File: src/rtl/stac_pkg.sv
// Shared constants, types and helper functions for the survey traverse accumulator.
// Used by every module of the block; depends on nothing else.

package stac_pkg;

    localparam int COORD_FRAC_BITS = 8;
    localparam int CORDIC_STEPS    = 20;

    // Shot kinds on the input and result channels.
    localparam logic [1:0] KIND_LEG   = 2'd0;
    localparam logic [1:0] KIND_SPLAY = 2'd1;
    localparam logic [1:0] KIND_CLEAR = 2'd2;

    localparam int POS_W  = 40;
    localparam int CNT_W  = 16;
    localparam int DIST_W = 21;   // distance in centimetres times 30

    // CORDIC datapath, Q30 angles and values.
    localparam int ANG_W  = 33;
    localparam int ITER_W = $clog2(CORDIC_STEPS);
    localparam logic signed [ANG_W-1:0] CORDIC_GAIN = 33'sd652032874;
    localparam logic [29:0] ATAN_TAB [0:9] = '{
        30'd843314857, 30'd497837829, 30'd263043837, 30'd133525159, 30'd67021687,
        30'd33543516,  30'd16775851,  30'd8388437,   30'd4194283,   30'd2097149
    };

    // Serial multiplier.
    localparam int MUL_A_W   = 35;
    localparam int MUL_B_W   = 32;
    localparam int MUL_P_W   = MUL_A_W + MUL_B_W;
    localparam int MUL_CNT_W = $clog2(MUL_B_W);
    localparam logic [MUL_A_W-1:0] DEG_TO_RAD_Q46 = 35'd12281662764;

    // Offset scaling: divide by 100 * 2^OFF_SHIFT with rounding.
    localparam int CM_PER_M   = 100;
    localparam int OFF_SHIFT  = 30 - COORD_FRAC_BITS;
    localparam int OFF_SUM_W  = 54;
    localparam int DIV_W      = 53 - OFF_SHIFT;
    localparam int DIV_CNT_W  = $clog2(DIV_W);
    localparam int REM_W      = 7;
    localparam logic [OFF_SUM_W-1:0] OFF_HALF = OFF_SUM_W'(CM_PER_M / 2) << OFF_SHIFT;

    typedef enum logic [3:0] {
        S_IDLE,
        S_ZP,
        S_CORP,
        S_ZW,
        S_CORW,
        S_HX,
        S_HY,
        S_OMUL,
        S_ODIV,
        S_DONE
    } state_t;

    typedef struct packed {
        logic [13:0] mag;
        logic        neg;
        logic        flip;
    } angle_t;

    // Brings an angle in hundredths of a degree into [-9000, 9000]; flip marks
    // that sine and cosine must both be negated.
    function automatic angle_t reduce_angle(input logic signed [17:0] cdeg);
        logic signed [17:0] r;
        angle_t             res;
        r        = cdeg;
        res.flip = 1'b0;
        if (r >= 18'sd36000)
            r = r - 18'sd36000;
        if (r < 18'sd0)
            r = r + 18'sd36000;
        if (r > 18'sd18000)
            r = r - 18'sd36000;
        if (r > 18'sd9000)
        begin
            r        = r - 18'sd18000;
            res.flip = 1'b1;
        end
        else if (r < -18'sd9000)
        begin
            r        = r + 18'sd18000;
            res.flip = 1'b1;
        end
        res.neg = r[17];
        res.mag = r[17] ? 14'(-r) : 14'(r);
        return res;
    endfunction

    function automatic logic [ANG_W-1:0] atan_q30(input logic [4:0] i);
        logic [ANG_W-1:0] v;
        if (i < 5'd10)
            v = ANG_W'(ATAN_TAB[i[3:0]]);
        else if (i <= 5'd30)
            v = ANG_W'(1) << (5'd30 - i);
        else
            v = '0;
        return v;
    endfunction

    function automatic logic [MUL_B_W-1:0] mag32(input logic signed [ANG_W-1:0] v);
        return v[ANG_W-1] ? MUL_B_W'(-v) : MUL_B_W'(v);
    endfunction

endpackage

File: src/rtl/survey_traverse_accumulator_unit.sv
// Survey traverse accumulator: one shot in, one point out per leg, splay or clear.
// A leg or splay runs seven serial multiplies, two CORDIC runs and three divides by 100,
// all on one shared unit each; a clear goes straight to its result.
// One shot is in work at a time, so a new shot is taken only once the last result has
// moved to the output register, where a finished result waits. Reset clears the station.

module survey_traverse_accumulator_unit (
    input  logic                               clk,
    input  logic                               rst_n,
    input  logic                               in_valid,
    output logic                               in_stall,
    input  logic [1:0]                         kind,
    input  logic [15:0]                        distance_cm,
    input  logic signed [14:0]                 pitch_cdeg,
    input  logic [15:0]                        yaw_cdeg,
    output logic                               out_valid,
    input  logic                               out_stall,
    output logic [1:0]                         point_kind,
    output logic signed [stac_pkg::POS_W-1:0]  pos_x,
    output logic signed [stac_pkg::POS_W-1:0]  pos_y,
    output logic signed [stac_pkg::POS_W-1:0]  pos_z,
    output logic [stac_pkg::CNT_W-1:0]         station_number
);
    import stac_pkg::*;

    state_t                  state_reg, state_next;
    logic                    phase_reg, phase_next;
    logic [1:0]              comp_reg;
    logic [1:0]              kind_reg;
    logic [DIST_W-1:0]       dist30_reg;
    angle_t                  ap_reg, aw_reg;
    logic signed [ANG_W-1:0] sp_reg, cp_reg, sw_reg, cw_reg;
    logic [ANG_W-1:0]        hx_mag_reg, hy_mag_reg;
    logic                    hx_neg_reg, hy_neg_reg;
    logic signed [POS_W-1:0] res_x_reg, res_y_reg, res_z_reg;
    logic signed [POS_W-1:0] st_x_reg, st_y_reg, st_z_reg;
    logic [CNT_W-1:0]        count_reg;
    logic                    out_valid_reg;
    logic [1:0]              point_kind_reg;
    logic signed [POS_W-1:0] pos_x_reg, pos_y_reg, pos_z_reg;
    logic [CNT_W-1:0]        station_number_reg;

    logic                    accept;
    logic                    fire;
    logic                    mul_start, cor_start, div_start;
    logic                    mul_done, cor_done, div_done;
    logic [MUL_A_W-1:0]      mul_a;
    logic [MUL_B_W-1:0]      mul_b;
    logic [MUL_P_W-1:0]      mul_p;
    logic signed [ANG_W-1:0] cor_cos, cor_sin;
    logic [DIV_W-1:0]        div_q;
    logic                    unit_done;

    logic [47:0]             z_sum;
    logic signed [ANG_W-1:0] z_val;
    logic                    z_neg;
    logic [62:0]             h_sum;
    logic [OFF_SUM_W-1:0]    off_sum;
    logic [ANG_W-1:0]        fac_mag;
    logic                    fac_neg;
    logic signed [POS_W:0]   off_ext, base_ext, pos_sum;
    logic signed [POS_W-1:0] pos_sat;
    logic [CNT_W-1:0]        count_inc;

    assign accept = (state_reg == S_IDLE) && in_valid;
    assign fire   = (state_reg == S_DONE) && (!out_valid_reg || !out_stall);

    // Next state.
    always_comb
    begin
        state_next = state_reg;
        phase_next = phase_reg;
        unique case (state_reg)
            S_IDLE:
            begin
                phase_next = 1'b0;
                if (in_valid)
                begin
                    if (kind == KIND_CLEAR)
                        state_next = S_DONE;
                    else if (kind == KIND_LEG || kind == KIND_SPLAY)
                        state_next = S_ZP;
                end
            end
            S_DONE:
            begin
                if (fire)
                    state_next = S_IDLE;
            end
            default:
            begin
                // Every working state issues its unit once, then waits for done.
                if (!phase_reg)
                    phase_next = 1'b1;
                else if (unit_done)
                begin
                    phase_next = 1'b0;
                    unique case (state_reg)
                        S_ZP:    state_next = S_CORP;
                        S_CORP:  state_next = S_ZW;
                        S_ZW:    state_next = S_CORW;
                        S_CORW:  state_next = S_HX;
                        S_HX:    state_next = S_HY;
                        S_HY:    state_next = S_OMUL;
                        S_OMUL:  state_next = S_ODIV;
                        S_ODIV:  state_next = (comp_reg == 2'd2) ? S_DONE : S_OMUL;
                        default: state_next = S_IDLE;
                    endcase
                end
            end
        endcase
    end

    // Unit control and operand selection.
    always_comb
    begin
        mul_start = 1'b0;
        cor_start = 1'b0;
        div_start = 1'b0;
        unit_done = mul_done;
        mul_a     = '0;
        mul_b     = '0;
        unique case (state_reg)
            S_ZP:
            begin
                mul_start = !phase_reg;
                mul_a     = DEG_TO_RAD_Q46;
                mul_b     = MUL_B_W'(ap_reg.mag);
            end
            S_ZW:
            begin
                mul_start = !phase_reg;
                mul_a     = DEG_TO_RAD_Q46;
                mul_b     = MUL_B_W'(aw_reg.mag);
            end
            S_HX:
            begin
                mul_start = !phase_reg;
                mul_a     = MUL_A_W'(mag32(cp_reg));
                mul_b     = mag32(cw_reg);
            end
            S_HY:
            begin
                mul_start = !phase_reg;
                mul_a     = MUL_A_W'(mag32(cp_reg));
                mul_b     = mag32(sw_reg);
            end
            S_OMUL:
            begin
                mul_start = !phase_reg;
                mul_a     = MUL_A_W'(fac_mag);
                mul_b     = MUL_B_W'(dist30_reg);
            end
            S_CORP, S_CORW:
            begin
                cor_start = !phase_reg;
                unit_done = cor_done;
            end
            S_ODIV:
            begin
                div_start = !phase_reg;
                unit_done = div_done;
            end
            default:
            begin
                unit_done = 1'b0;
            end
        endcase
    end

    // Angle in Q30 radians, rounded to nearest with ties away from zero.
    assign z_neg   = (state_reg == S_CORP) ? ap_reg.neg : aw_reg.neg;
    assign z_sum   = mul_p[47:0] + 48'h8000;
    assign z_val   = z_neg ? -$signed({1'b0, z_sum[47:16]}) : $signed({1'b0, z_sum[47:16]});

    assign h_sum   = mul_p[62:0] + (63'd1 << 29);

    always_comb
    begin
        unique case (comp_reg)
            2'd0:
            begin
                fac_mag = hx_mag_reg;
                fac_neg = hx_neg_reg;
            end
            2'd1:
            begin
                fac_mag = hy_mag_reg;
                fac_neg = hy_neg_reg;
            end
            default:
            begin
                fac_mag = ANG_W'(mag32(sp_reg));
                fac_neg = sp_reg[ANG_W-1];
            end
        endcase
    end

    assign off_sum = mul_p[OFF_SUM_W-1:0] + OFF_HALF;

    always_comb
    begin
        unique case (comp_reg)
            2'd0:    base_ext = (POS_W + 1)'(st_x_reg);
            2'd1:    base_ext = (POS_W + 1)'(st_y_reg);
            default: base_ext = (POS_W + 1)'(st_z_reg);
        endcase
    end

    assign off_ext = fac_neg ? -$signed((POS_W + 1)'(div_q)) : $signed((POS_W + 1)'(div_q));
    assign pos_sum = base_ext + off_ext;

    always_comb
    begin
        if (pos_sum[POS_W] != pos_sum[POS_W-1])
            pos_sat = pos_sum[POS_W] ? {1'b1, {(POS_W - 1){1'b0}}} : {1'b0, {(POS_W - 1){1'b1}}};
        else
            pos_sat = pos_sum[POS_W-1:0];
    end

    assign count_inc = (count_reg == {CNT_W{1'b1}}) ? count_reg : count_reg + 1'b1;

    stac_mul u_mul (
        .clk   (clk),
        .rst_n (rst_n),
        .start (mul_start),
        .a     (mul_a),
        .b     (mul_b),
        .done  (mul_done),
        .p     (mul_p)
    );

    stac_cordic u_cordic (
        .clk     (clk),
        .rst_n   (rst_n),
        .start   (cor_start),
        .z_in    (z_val),
        .done    (cor_done),
        .cos_out (cor_cos),
        .sin_out (cor_sin)
    );

    stac_div100 u_div (
        .clk   (clk),
        .rst_n (rst_n),
        .start (div_start),
        .n     (off_sum[OFF_SHIFT +: DIV_W]),
        .done  (div_done),
        .q     (div_q)
    );

    // Control state, the station and the output valid.
    always_ff @(posedge clk or negedge rst_n)
    begin
        if (!rst_n)
        begin
            state_reg     <= S_IDLE;
            phase_reg     <= 1'b0;
            comp_reg      <= '0;
            out_valid_reg <= 1'b0;
            st_x_reg      <= '0;
            st_y_reg      <= '0;
            st_z_reg      <= '0;
            count_reg     <= '0;
        end
        else
        begin
            state_reg <= state_next;
            phase_reg <= phase_next;
            if (accept)
                comp_reg <= '0;
            else if (state_reg == S_ODIV && phase_reg && div_done)
                comp_reg <= comp_reg + 1'b1;

            if (fire)
                out_valid_reg <= 1'b1;
            else if (!out_stall)
                out_valid_reg <= 1'b0;

            if (fire && kind_reg == KIND_CLEAR)
            begin
                st_x_reg  <= '0;
                st_y_reg  <= '0;
                st_z_reg  <= '0;
                count_reg <= '0;
            end
            else if (fire && kind_reg == KIND_LEG)
            begin
                st_x_reg  <= res_x_reg;
                st_y_reg  <= res_y_reg;
                st_z_reg  <= res_z_reg;
                count_reg <= count_inc;
            end
        end
    end

    // Working values and the result payload.
    always_ff @(posedge clk)
    begin
        if (accept)
        begin
            kind_reg   <= kind;
            dist30_reg <= (DIST_W'(distance_cm) << 5) - (DIST_W'(distance_cm) << 1);
            ap_reg     <= reduce_angle(18'(pitch_cdeg));
            aw_reg     <= reduce_angle($signed({2'b00, yaw_cdeg}));
        end

        if (phase_reg && cor_done && state_reg == S_CORP)
        begin
            sp_reg <= ap_reg.flip ? -cor_sin : cor_sin;
            cp_reg <= ap_reg.flip ? -cor_cos : cor_cos;
        end
        if (phase_reg && cor_done && state_reg == S_CORW)
        begin
            sw_reg <= aw_reg.flip ? -cor_sin : cor_sin;
            cw_reg <= aw_reg.flip ? -cor_cos : cor_cos;
        end
        if (phase_reg && mul_done && state_reg == S_HX)
        begin
            hx_mag_reg <= h_sum[62:30];
            hx_neg_reg <= cp_reg[ANG_W-1] ^ cw_reg[ANG_W-1];
        end
        if (phase_reg && mul_done && state_reg == S_HY)
        begin
            hy_mag_reg <= h_sum[62:30];
            hy_neg_reg <= cp_reg[ANG_W-1] ^ sw_reg[ANG_W-1];
        end
        if (phase_reg && div_done && state_reg == S_ODIV)
        begin
            unique case (comp_reg)
                2'd0:    res_x_reg <= pos_sat;
                2'd1:    res_y_reg <= pos_sat;
                default: res_z_reg <= pos_sat;
            endcase
        end

        if (fire)
        begin
            point_kind_reg <= kind_reg;
            if (kind_reg == KIND_CLEAR)
            begin
                pos_x_reg          <= '0;
                pos_y_reg          <= '0;
                pos_z_reg          <= '0;
                station_number_reg <= '0;
            end
            else
            begin
                pos_x_reg          <= res_x_reg;
                pos_y_reg          <= res_y_reg;
                pos_z_reg          <= res_z_reg;
                station_number_reg <= (kind_reg == KIND_LEG) ? count_inc : count_reg;
            end
        end
    end

    assign in_stall       = (state_reg != S_IDLE);
    assign out_valid      = out_valid_reg;
    assign point_kind     = point_kind_reg;
    assign pos_x          = pos_x_reg;
    assign pos_y          = pos_y_reg;
    assign pos_z          = pos_z_reg;
    assign station_number = station_number_reg;

endmodule

File: src/rtl/stac_mul.sv
// Shift-and-add multiplier that scans one multiplier bit per cycle.
// Depends on stac_pkg.

module stac_mul (
    input  logic                          clk,
    input  logic                          rst_n,
    input  logic                          start,
    input  logic [stac_pkg::MUL_A_W-1:0]  a,
    input  logic [stac_pkg::MUL_B_W-1:0]  b,
    output logic                          done,
    output logic [stac_pkg::MUL_P_W-1:0]  p
);
    import stac_pkg::*;

    logic                 busy_reg;
    logic                 done_reg;
    logic [MUL_CNT_W-1:0] cnt_reg;
    logic [MUL_A_W-1:0]   a_reg;
    logic [MUL_P_W-1:0]   prod_reg;
    logic [MUL_A_W:0]     sum;
    logic [MUL_P_W-1:0]   prod_next;

    // The upper half accumulates; the lower half holds the unscanned multiplier bits.
    assign sum = {1'b0, prod_reg[MUL_P_W-1:MUL_B_W]} + (prod_reg[0] ? {1'b0, a_reg} : '0);
    assign prod_next = {sum, prod_reg[MUL_B_W-1:1]};

    always_ff @(posedge clk or negedge rst_n)
    begin
        if (!rst_n)
        begin
            busy_reg <= 1'b0;
            done_reg <= 1'b0;
            cnt_reg  <= '0;
        end
        else
        begin
            done_reg <= 1'b0;
            if (start)
            begin
                busy_reg <= 1'b1;
                cnt_reg  <= '0;
            end
            else if (busy_reg)
            begin
                cnt_reg <= cnt_reg + 1'b1;
                if (cnt_reg == MUL_CNT_W'(MUL_B_W - 1))
                begin
                    busy_reg <= 1'b0;
                    done_reg <= 1'b1;
                end
            end
        end
    end

    always_ff @(posedge clk)
    begin
        if (start)
        begin
            a_reg    <= a;
            prod_reg <= {{MUL_A_W{1'b0}}, b};
        end
        else if (busy_reg)
            prod_reg <= prod_next;
    end

    assign done = done_reg;
    assign p    = prod_reg;

endmodule

File: src/rtl/stac_cordic.sv
// Iterative rotation-mode CORDIC giving sine and cosine in Q30, one step per cycle.
// Depends on stac_pkg.

module stac_cordic (
    input  logic                               clk,
    input  logic                               rst_n,
    input  logic                               start,
    input  logic signed [stac_pkg::ANG_W-1:0]  z_in,
    output logic                               done,
    output logic signed [stac_pkg::ANG_W-1:0]  cos_out,
    output logic signed [stac_pkg::ANG_W-1:0]  sin_out
);
    import stac_pkg::*;

    logic                    busy_reg;
    logic                    done_reg;
    logic [ITER_W-1:0]       iter_reg;
    logic signed [ANG_W-1:0] x_reg;
    logic signed [ANG_W-1:0] y_reg;
    logic signed [ANG_W-1:0] z_reg;
    logic signed [ANG_W-1:0] dx;
    logic signed [ANG_W-1:0] dy;
    logic signed [ANG_W-1:0] at;

    assign dx = y_reg >>> iter_reg;
    assign dy = x_reg >>> iter_reg;
    assign at = $signed(atan_q30(5'(iter_reg)));

    always_ff @(posedge clk or negedge rst_n)
    begin
        if (!rst_n)
        begin
            busy_reg <= 1'b0;
            done_reg <= 1'b0;
            iter_reg <= '0;
        end
        else
        begin
            done_reg <= 1'b0;
            if (start)
            begin
                busy_reg <= 1'b1;
                iter_reg <= '0;
            end
            else if (busy_reg)
            begin
                iter_reg <= iter_reg + 1'b1;
                if (iter_reg == ITER_W'(CORDIC_STEPS - 1))
                begin
                    busy_reg <= 1'b0;
                    done_reg <= 1'b1;
                end
            end
        end
    end

    always_ff @(posedge clk)
    begin
        if (start)
        begin
            x_reg <= CORDIC_GAIN;
            y_reg <= '0;
            z_reg <= z_in;
        end
        else if (busy_reg)
        begin
            if (!z_reg[ANG_W-1])
            begin
                x_reg <= x_reg - dx;
                y_reg <= y_reg + dy;
                z_reg <= z_reg - at;
            end
            else
            begin
                x_reg <= x_reg + dx;
                y_reg <= y_reg - dy;
                z_reg <= z_reg + at;
            end
        end
    end

    assign done    = done_reg;
    assign cos_out = x_reg;
    assign sin_out = y_reg;

endmodule

File: src/rtl/stac_div100.sv
// Restoring divider by the constant 100, one quotient bit per cycle.
// Depends on stac_pkg.

module stac_div100 (
    input  logic                        clk,
    input  logic                        rst_n,
    input  logic                        start,
    input  logic [stac_pkg::DIV_W-1:0]  n,
    output logic                        done,
    output logic [stac_pkg::DIV_W-1:0]  q
);
    import stac_pkg::*;

    logic                 busy_reg;
    logic                 done_reg;
    logic [DIV_CNT_W-1:0] cnt_reg;
    logic [REM_W-1:0]     rem_reg;
    logic [DIV_W-1:0]     quo_reg;
    logic [REM_W:0]       trial;
    logic                 ge;

    // The dividend shifts out at the top while quotient bits enter at the bottom.
    assign trial = {rem_reg, quo_reg[DIV_W-1]};
    assign ge    = (trial >= (REM_W + 1)'(CM_PER_M));

    always_ff @(posedge clk or negedge rst_n)
    begin
        if (!rst_n)
        begin
            busy_reg <= 1'b0;
            done_reg <= 1'b0;
            cnt_reg  <= '0;
        end
        else
        begin
            done_reg <= 1'b0;
            if (start)
            begin
                busy_reg <= 1'b1;
                cnt_reg  <= '0;
            end
            else if (busy_reg)
            begin
                cnt_reg <= cnt_reg + 1'b1;
                if (cnt_reg == DIV_CNT_W'(DIV_W - 1))
                begin
                    busy_reg <= 1'b0;
                    done_reg <= 1'b1;
                end
            end
        end
    end

    always_ff @(posedge clk)
    begin
        if (start)
        begin
            rem_reg <= '0;
            quo_reg <= n;
        end
        else if (busy_reg)
        begin
            rem_reg <= ge ? REM_W'(trial - (REM_W + 1)'(CM_PER_M)) : trial[REM_W-1:0];
            quo_reg <= {quo_reg[DIV_W-2:0], ge};
        end
    end

    assign done = done_reg;
    assign q    = quo_reg;

endmodule

File: config.mk
export PLATFORM = sky130hd
export DESIGN_NAME = survey_traverse_accumulator_unit
export DESIGN_NICKNAME = d
export VERILOG_FILES = /design/src/rtl/stac_pkg.sv /design/src/rtl/survey_traverse_accumulator_unit.sv /design/src/rtl/stac_mul.sv /design/src/rtl/stac_cordic.sv /design/src/rtl/stac_div100.sv
export SDC_FILE = /design/constraint.sdc
export NUM_CORES = 2
export LEC_CHECK = 0
export ABC_AREA = 1
export BUFFER_PORTS_ARGS = -buffer_cell sky130_fd_sc_hd__buf_2
export CAP_MARGIN = 20
export CORE_ASPECT_RATIO = 0.8
export CORE_MARGIN = 4
export CORE_UTILIZATION = 50
export DETAILED_ROUTE_END_ITERATION = 10
export GPL_ROUTABILITY_DRIVEN = 0
export HOLD_SLACK_MARGIN = 0.08
export PLACE_DENSITY_LB_ADDON = 0.1
export SLEW_MARGIN = 20
export SYNTH_ARGS = -nofsm -noshare
export SYNTH_HDL_FRONTEND = slang
export SYNTH_SLANG_ARGS = --single-unit
File: constraint.sdc
create_clock -name clk -period 11.82 [get_ports clk]
set_input_delay 2.364 -clock clk [delete_from_list [all_inputs] [get_ports clk]]
set_output_delay 2.364 -clock clk [all_outputs]
set_load 0.01 [all_outputs]
-- After elaboration in Yosys (flattened, before gate mapping)
Memory sizes are Yosys's and may differ from the RTL's.
Index checks and enable logic that the tools add are counted.
- register bits after elaboration: 917
- ROM bits: 480
- input port bits: 53
- output and inout bits: 140
- logic and storage cells: 282
- memories: 1
- memories (memory ; depth ; bits a word ; rd ports ; clocked after memory_dff ; wr ports ; RTL line ; RTL):
    (no name shown) ; 16 ; 30 ; 1 ; 0 ; 0 ; stac_pkg.sv:93 ; v = ANG_W'(ATAN_TAB[i[3:0]]);
- add/sub/neg operators: 39
- magnitude comparators: 14
- eq/ne operators: 23
- shifts and indexed selects: 3
- multiplexer cells: 109
- bitwise operators: 4
- reductions and logical operators: 40
- operator list (cell ; count):
    two-way mux 33 bit ; 12
    two-way mux 18 bit ; 18
    two-way mux 40 bit ; 8
    two-way mux 32 bit ; 6
    case mux 32 bit (5 select lines) ; 1
    negation 32 bit ; 4
    case mux 34 bit (3 select lines) ; 1
    adder 33 bit ; 3
    subtractor 33 bit ; 3
    case mux 41 bit (2 select lines) ; 1
    negation 33 bit ; 2
    case mux 33 bit (2 select lines) ; 1
    >>> shifter 33 x 5 -> 33 bit ; 2
    two-way mux 16 bit ; 4
    adder 63 x 30 -> 63 bit (second input constant) ; 1
    two-way mux 31 bit ; 2
    two-way mux 30 bit ; 2
    adder 53 x 28 -> 53 bit (second input constant) ; 1
    adder 48 x 16 -> 48 bit (second input constant) ; 1
    adder 41 bit ; 1
    two-way mux 41 bit ; 1
    negation 31 -> 41 bit ; 1
    adder 18 x 16 -> 18 bit (second input constant) ; 2
    adder 18 x 17 -> 18 bit (second input constant) ; 2
    62 further kinds ; 152

-- Longest topological paths before layout
- word-level depth: 15
- gate-level depth with buffers: 46
- depth with buffers taken out: 45

-- Hierarchy
From an unflattened synthesis, not the netlist that was laid out.
- cells, all modules: 8878
- area, all modules: 64864.7 sq um
- by module, submodules not included (module ; times used ; cells an instance ; area each (sq um) ; sequential area each (sq um)):
    survey_traverse_accumulator_unit ; 1 ; 4869 ; 39907.0 ; 18978.2
    stac_cordic ; 1 ; 2860 ; 16210.5 ; 2487.4
    stac_mul ; 1 ; 920 ; 6671.4 ; 2887.8
    stac_div100 ; 1 ; 229 ; 2075.7 ; 1246.2

-- Worst setup path before layout
Ideal clock, no wire load.
- path type: input-to-reg
- start: input port out_stall
- end: register count_reg[3]
- library setup time: 0.151 ns
- arrival time: 10.461 ns
- data required time: 11.669 ns
- slack: 1.208 ns
- stages: 8
- buffers on the path: 2
- path through: nand2_1 inv_1 nor2_1 inv_1 nor2_1 clkbuf_1 clkbuf_1 o22ai_1
- word-level cells in the longest chain between the ends: 5
- elaborated cells on any way between the ends: 7
- classes of those cells: mux (1); reduce/logical (6)
- RTL lines (item ; RTL line ; RTL):
    from (decl) ; survey_traverse_accumulator_unit.sv:17 ; input logic out_stall,
    logical NOT 1 bit (*) ; - ;
    logical OR 1 bit (*) ; survey_traverse_accumulator_unit.sv:66 ; assign fire = (state_reg == S_DONE) && (!out_valid_reg || !out_stall);
    logical AND 1 bit (*) ; survey_traverse_accumulator_unit.sv:66 ;
    via fire ; survey_traverse_accumulator_unit.sv:44 ; logic fire;
    logical AND 1 bit (on tied branches) ; survey_traverse_accumulator_unit.sv:280, survey_traverse_accumulator_unit.sv:287 ;
    two-way mux 16 bit or nonzero test 2 bit (tied branches) ; - ;
    to (signal assigned) ; survey_traverse_accumulator_unit.sv:292 ; count_reg <= count_inc;
    to (decl) ; survey_traverse_accumulator_unit.sv:37 ; logic [CNT_W-1:0] count_reg;
The timed path passes the listed nets; every way through them passes the cells marked *.
A chain may end at the register's enable or synchronous reset.

-- Worst setup path in the final report
- start: register comp_reg[0]
- end: register res_z_reg[7], data pin
- word-level cells in the longest chain between the ends: 6
- elaborated cells on any way between the ends: 9
- classes of those cells: add/sub (1); eq/ne (2); mux (5); reduce/logical (1)
- RTL lines (item ; RTL line ; RTL):
    from (decl) ; survey_traverse_accumulator_unit.sv:28 ; logic [1:0] comp_reg;
    from (signal assigned) ; survey_traverse_accumulator_unit.sv:273 ; comp_reg <= comp_reg + 1'b1;
    == test 2 x 1 -> 1 bit or logical NOT 2 bit (tied branches) ; survey_traverse_accumulator_unit.sv:180, survey_traverse_accumulator_unit.sv:203 ;
    case mux 1 bit (2 select lines) ; survey_traverse_accumulator_unit.sv:180 ; unique case (comp_reg)
    two-way mux 41 bit ; survey_traverse_accumulator_unit.sv:210 ; assign off_ext = fac_neg ? -$signed((POS_W + 1)'(div_q)) : $signed((POS_W + 1)'(div_q));
    adder 41 bit (*) ; survey_traverse_accumulator_unit.sv:211 ; assign pos_sum = base_ext + off_ext;
    two-way mux 40 bit or inequality test 1 bit (tied branches) ; survey_traverse_accumulator_unit.sv:216, survey_traverse_accumulator_unit.sv:215 ;
    two-way mux 40 bit (*) ; survey_traverse_accumulator_unit.sv:215 ; if (pos_sum[POS_W] != pos_sum[POS_W-1])
    via pos_sat[7] ; survey_traverse_accumulator_unit.sv:62 ; logic signed [POS_W-1:0] pos_sat;
    to (signal assigned) ; survey_traverse_accumulator_unit.sv:333 ; default: res_z_reg <= pos_sat;
    to (decl) ; survey_traverse_accumulator_unit.sv:35 ; logic signed [POS_W-1:0] res_x_reg, res_y_reg, res_z_reg;
Marks and branches as above.

==> results.json <==
{
  "status": "finished, final reports clean",
  "dieArea_um2": 128000,
  "cts.sinks": 915,
  "required_ns": 12.23,
  "worstPathMaxFanout": 39,
  "io_pins": 193,
  "overflow": 0,
  "placed_cell_area_um2": 63400,
  "setup.worst_path.class": "flop to flop",
  "whs_ns": 0.472,
  "cts_made_buffers": 96,
  "pwr-share-comb_pct": 7.1,
  "via_per_inst": 5.61,
  "die_y_um": 320,
  "ys_seq_area_share_pct": 42.0,
  "grt_max_degree": 202,
  "initial_utilization_pct": 50.4,
  "postCtsSetupRepairBufs": 0,
  "antenna_found_initial": 4,
  "grt_first_pass_wirelength_um": 286000,
  "hp-start": "st_z_reg[8]",
  "r2r-start": "comp_reg[0]",
  "diodes": 0,
  "num_vias": 54100,
  "clockRootBuffer": "clkbuf_16",
  "netlist_instances": 7863,
  "ctsHoldBuffers": 0,
  "fin_util_pct": 55.1,
  "largest_reg_flops": 67,
  "drtIter0Drc": 5719,
  "slew-limit-headroom_pct": 24.1,
  "fillers": 11300,
  "hold_path.class": "flop to flop",
  "drv_cap": 0,
  "layout.cells.non_filler": 9638,
  "drcViolationCount": 0,
  "layout_commonest_cell": "nand2_1",
  "dp_hpwl_um": 139000,
  "finalPower_mw": 7.05,
  "syn_area_per_cell_um2": 7.75,
  "worst_setup_path_end_kind": "flop",
  "grt_pass1_vias": 49100,
  "nets": 8221,
  "p_leak_nw": 29.3,
  "final_antenna_net_count": 0,
  "routedWlPerCell_um": 19.3,
  "worstSetupStartpointType": "flop",
  "areaGrowthSynthToFinish_pct": 9.37,
  "h-tree-depth": 3,
  "fin_skew_ns": 0.0387,
  "ys_async_sr_fraction_pct": 18.0,
  "internal_power_mw": 5.36,
  "p_clk_share_pct": 44.5,
  "synth_cell_types": 73,
  "worstMarginPinSlew_ns": 1.11,
  "max-vdd-ir-drop_mv": 0.113,
  "clock.fmax_mhz": 132,
  "setup_tns_ns": 0,
  "port_buffers": 192,
  "slowest_stage": "nand2_2",
  "powerDensity_nw_per_um2": 106,
  "critPathArrivalTime_ns": 7.99,
  "drt-pass1-iter-count": 6,
  "crit_start": "comp_reg[0]",
  "cts_resized": 0,
  "layout_common_cells": "nand2_1 (1779), inv_1 (1033), o21ai_0 (786)",
  "cp_common_cell": "a21oi_1",
  "r2r_slack_ns": 4.24,
  "hold_viol": 0,
  "place_ws_ns": 4.32,
  "p_switching_mw": 1.69,
  "ys.warnings.count": 0,
  "synthesis.area_um2": 61000,
  "setup_slack_ns": 4.24,
  "sw_frac_of_total_pct": 24.0,
  "rows": 114,
  "core-area_um2": 121000,
  "rsz0062_at_grt": "no",
  "clockBufferDepth": 3,
  "cts_tree": "done",
  "seqPwrFrac_pct": 48.4,
  "clk_latency_ns": 0.72,
  "dp.cells": 9456,
  "post-route-period-util_pct": 64.1,
  "fp.dieW_um": 398,
  "postSynthNetCount": 8154,
  "synth.ff_latch_count": 915,
  "setup_violations": 0,
  "grt.total_usage_pct": 28.4,
  "critPathMaxStageDelay_ns": 0.60,
  "drv_slew": 0,
  "wirelength_um": 186000,
  "synthFlopType": "edfxtp_1",
  "clkSlewWorstSetupHoldPaths_ns": 0.06,
  "drive_above_1_share_pct": 7.14,
  "synth-edff-count": 642,
  "layout_min_cycle_time_ns": 7.58,
  "design_area_um2": 66700
}
[power by group through the flow]
stage / Sequential [mW] / Combinational [mW] / Clock, mW
after floorplan: 3.48 / 0.383 / 0
after global placement: 3.48 / 0.492 / 0
after detailed placement: 3.48 / 0.493 / 0
after CTS: 3.41 / 0.498 / 3.19
after global routing: 3.41 / 0.572 / 3.33
final: 3.41 / 0.502 / 3.14
[synth_stat cells (36+ instances only)]
library cell,count,share of area [%]
dfxtp_1,108,3.5
o22ai_1,61,0.63
dfrtp_1,165,6.8
edfxtp_1,642,32
nor3_1,168,1.4
nand3_1,305,2.5
xor2_1,351,5.0
xnor2_1,102,1.5
ha_1,233,4.8
o211ai_1,56,0.69
nand2_1,1780,11
inv_1,1037,6.4
clkbuf_1,211,1.3
nor4_1,39,0.40
o221ai_1,63,0.91
nor2_1,650,4.0
mux2i_1,36,0.59
nand4_1,87,0.89
o21ai_0,787,6.5
a21oi_1,494,4.1
or2_2,38,0.39
[final timing paths]
check	to	cells past startpoint
min	st_z_reg[8]	2
max reg2reg	res_z_reg[7]	29
min reg2reg	st_z_reg[8]	2
max in group asynchronous	u_cordic.iter_reg[0]	3
min in group asynchronous	count_reg[3]	1
max	res_z_reg[7]	29
[layer usage]
layer	track usage, %	part of all wire (%)	routed length [um]	up-vias
met3	4.35	8.6	16000	306
met5	0	0.0081	15	-
met1	43.7	47	87000	25100
met4	8.08	3.0	5620	2
li1	-	-	-	26500
met2	41.3	42	77300	2271
[critical path, delay by kind of cell (launching register included)]
family                   cells  cell delay (ns)
adder cells (fa/ha/maj)      2             0.62
AO/OA/AOI/OAI               15             3.10
buffers and inverters        5             1.37
AND/OR/NAND/NOR              6             1.36
flip-flops                   1             0.38
XOR/XNOR                     1             0.32
[cell families after synthesis]
logic type,synth area share (%)
buf+inv,8.61
compound gates,15.6
fa+ha+maj,4.95
flops,42.0
simple gates,21.7
xor+xnor,6.64
mux,0.591
[area by class of cell]
type / count / area, um^2 / area share [%]
multi-input combinational: 5579 / 30300 / 45.4
tap: 1624 / 2030 / 3.05
clock inverter: 49 / 623 / 0.935
timing repair buffer: 264 / 1520 / 2.28
inverter: 1074 / 4030 / 6.05
sequential: 915 / 25600 / 38.4
clock buffer: 133 / 2620 / 3.93
Power figures use the tool's default switching activity.
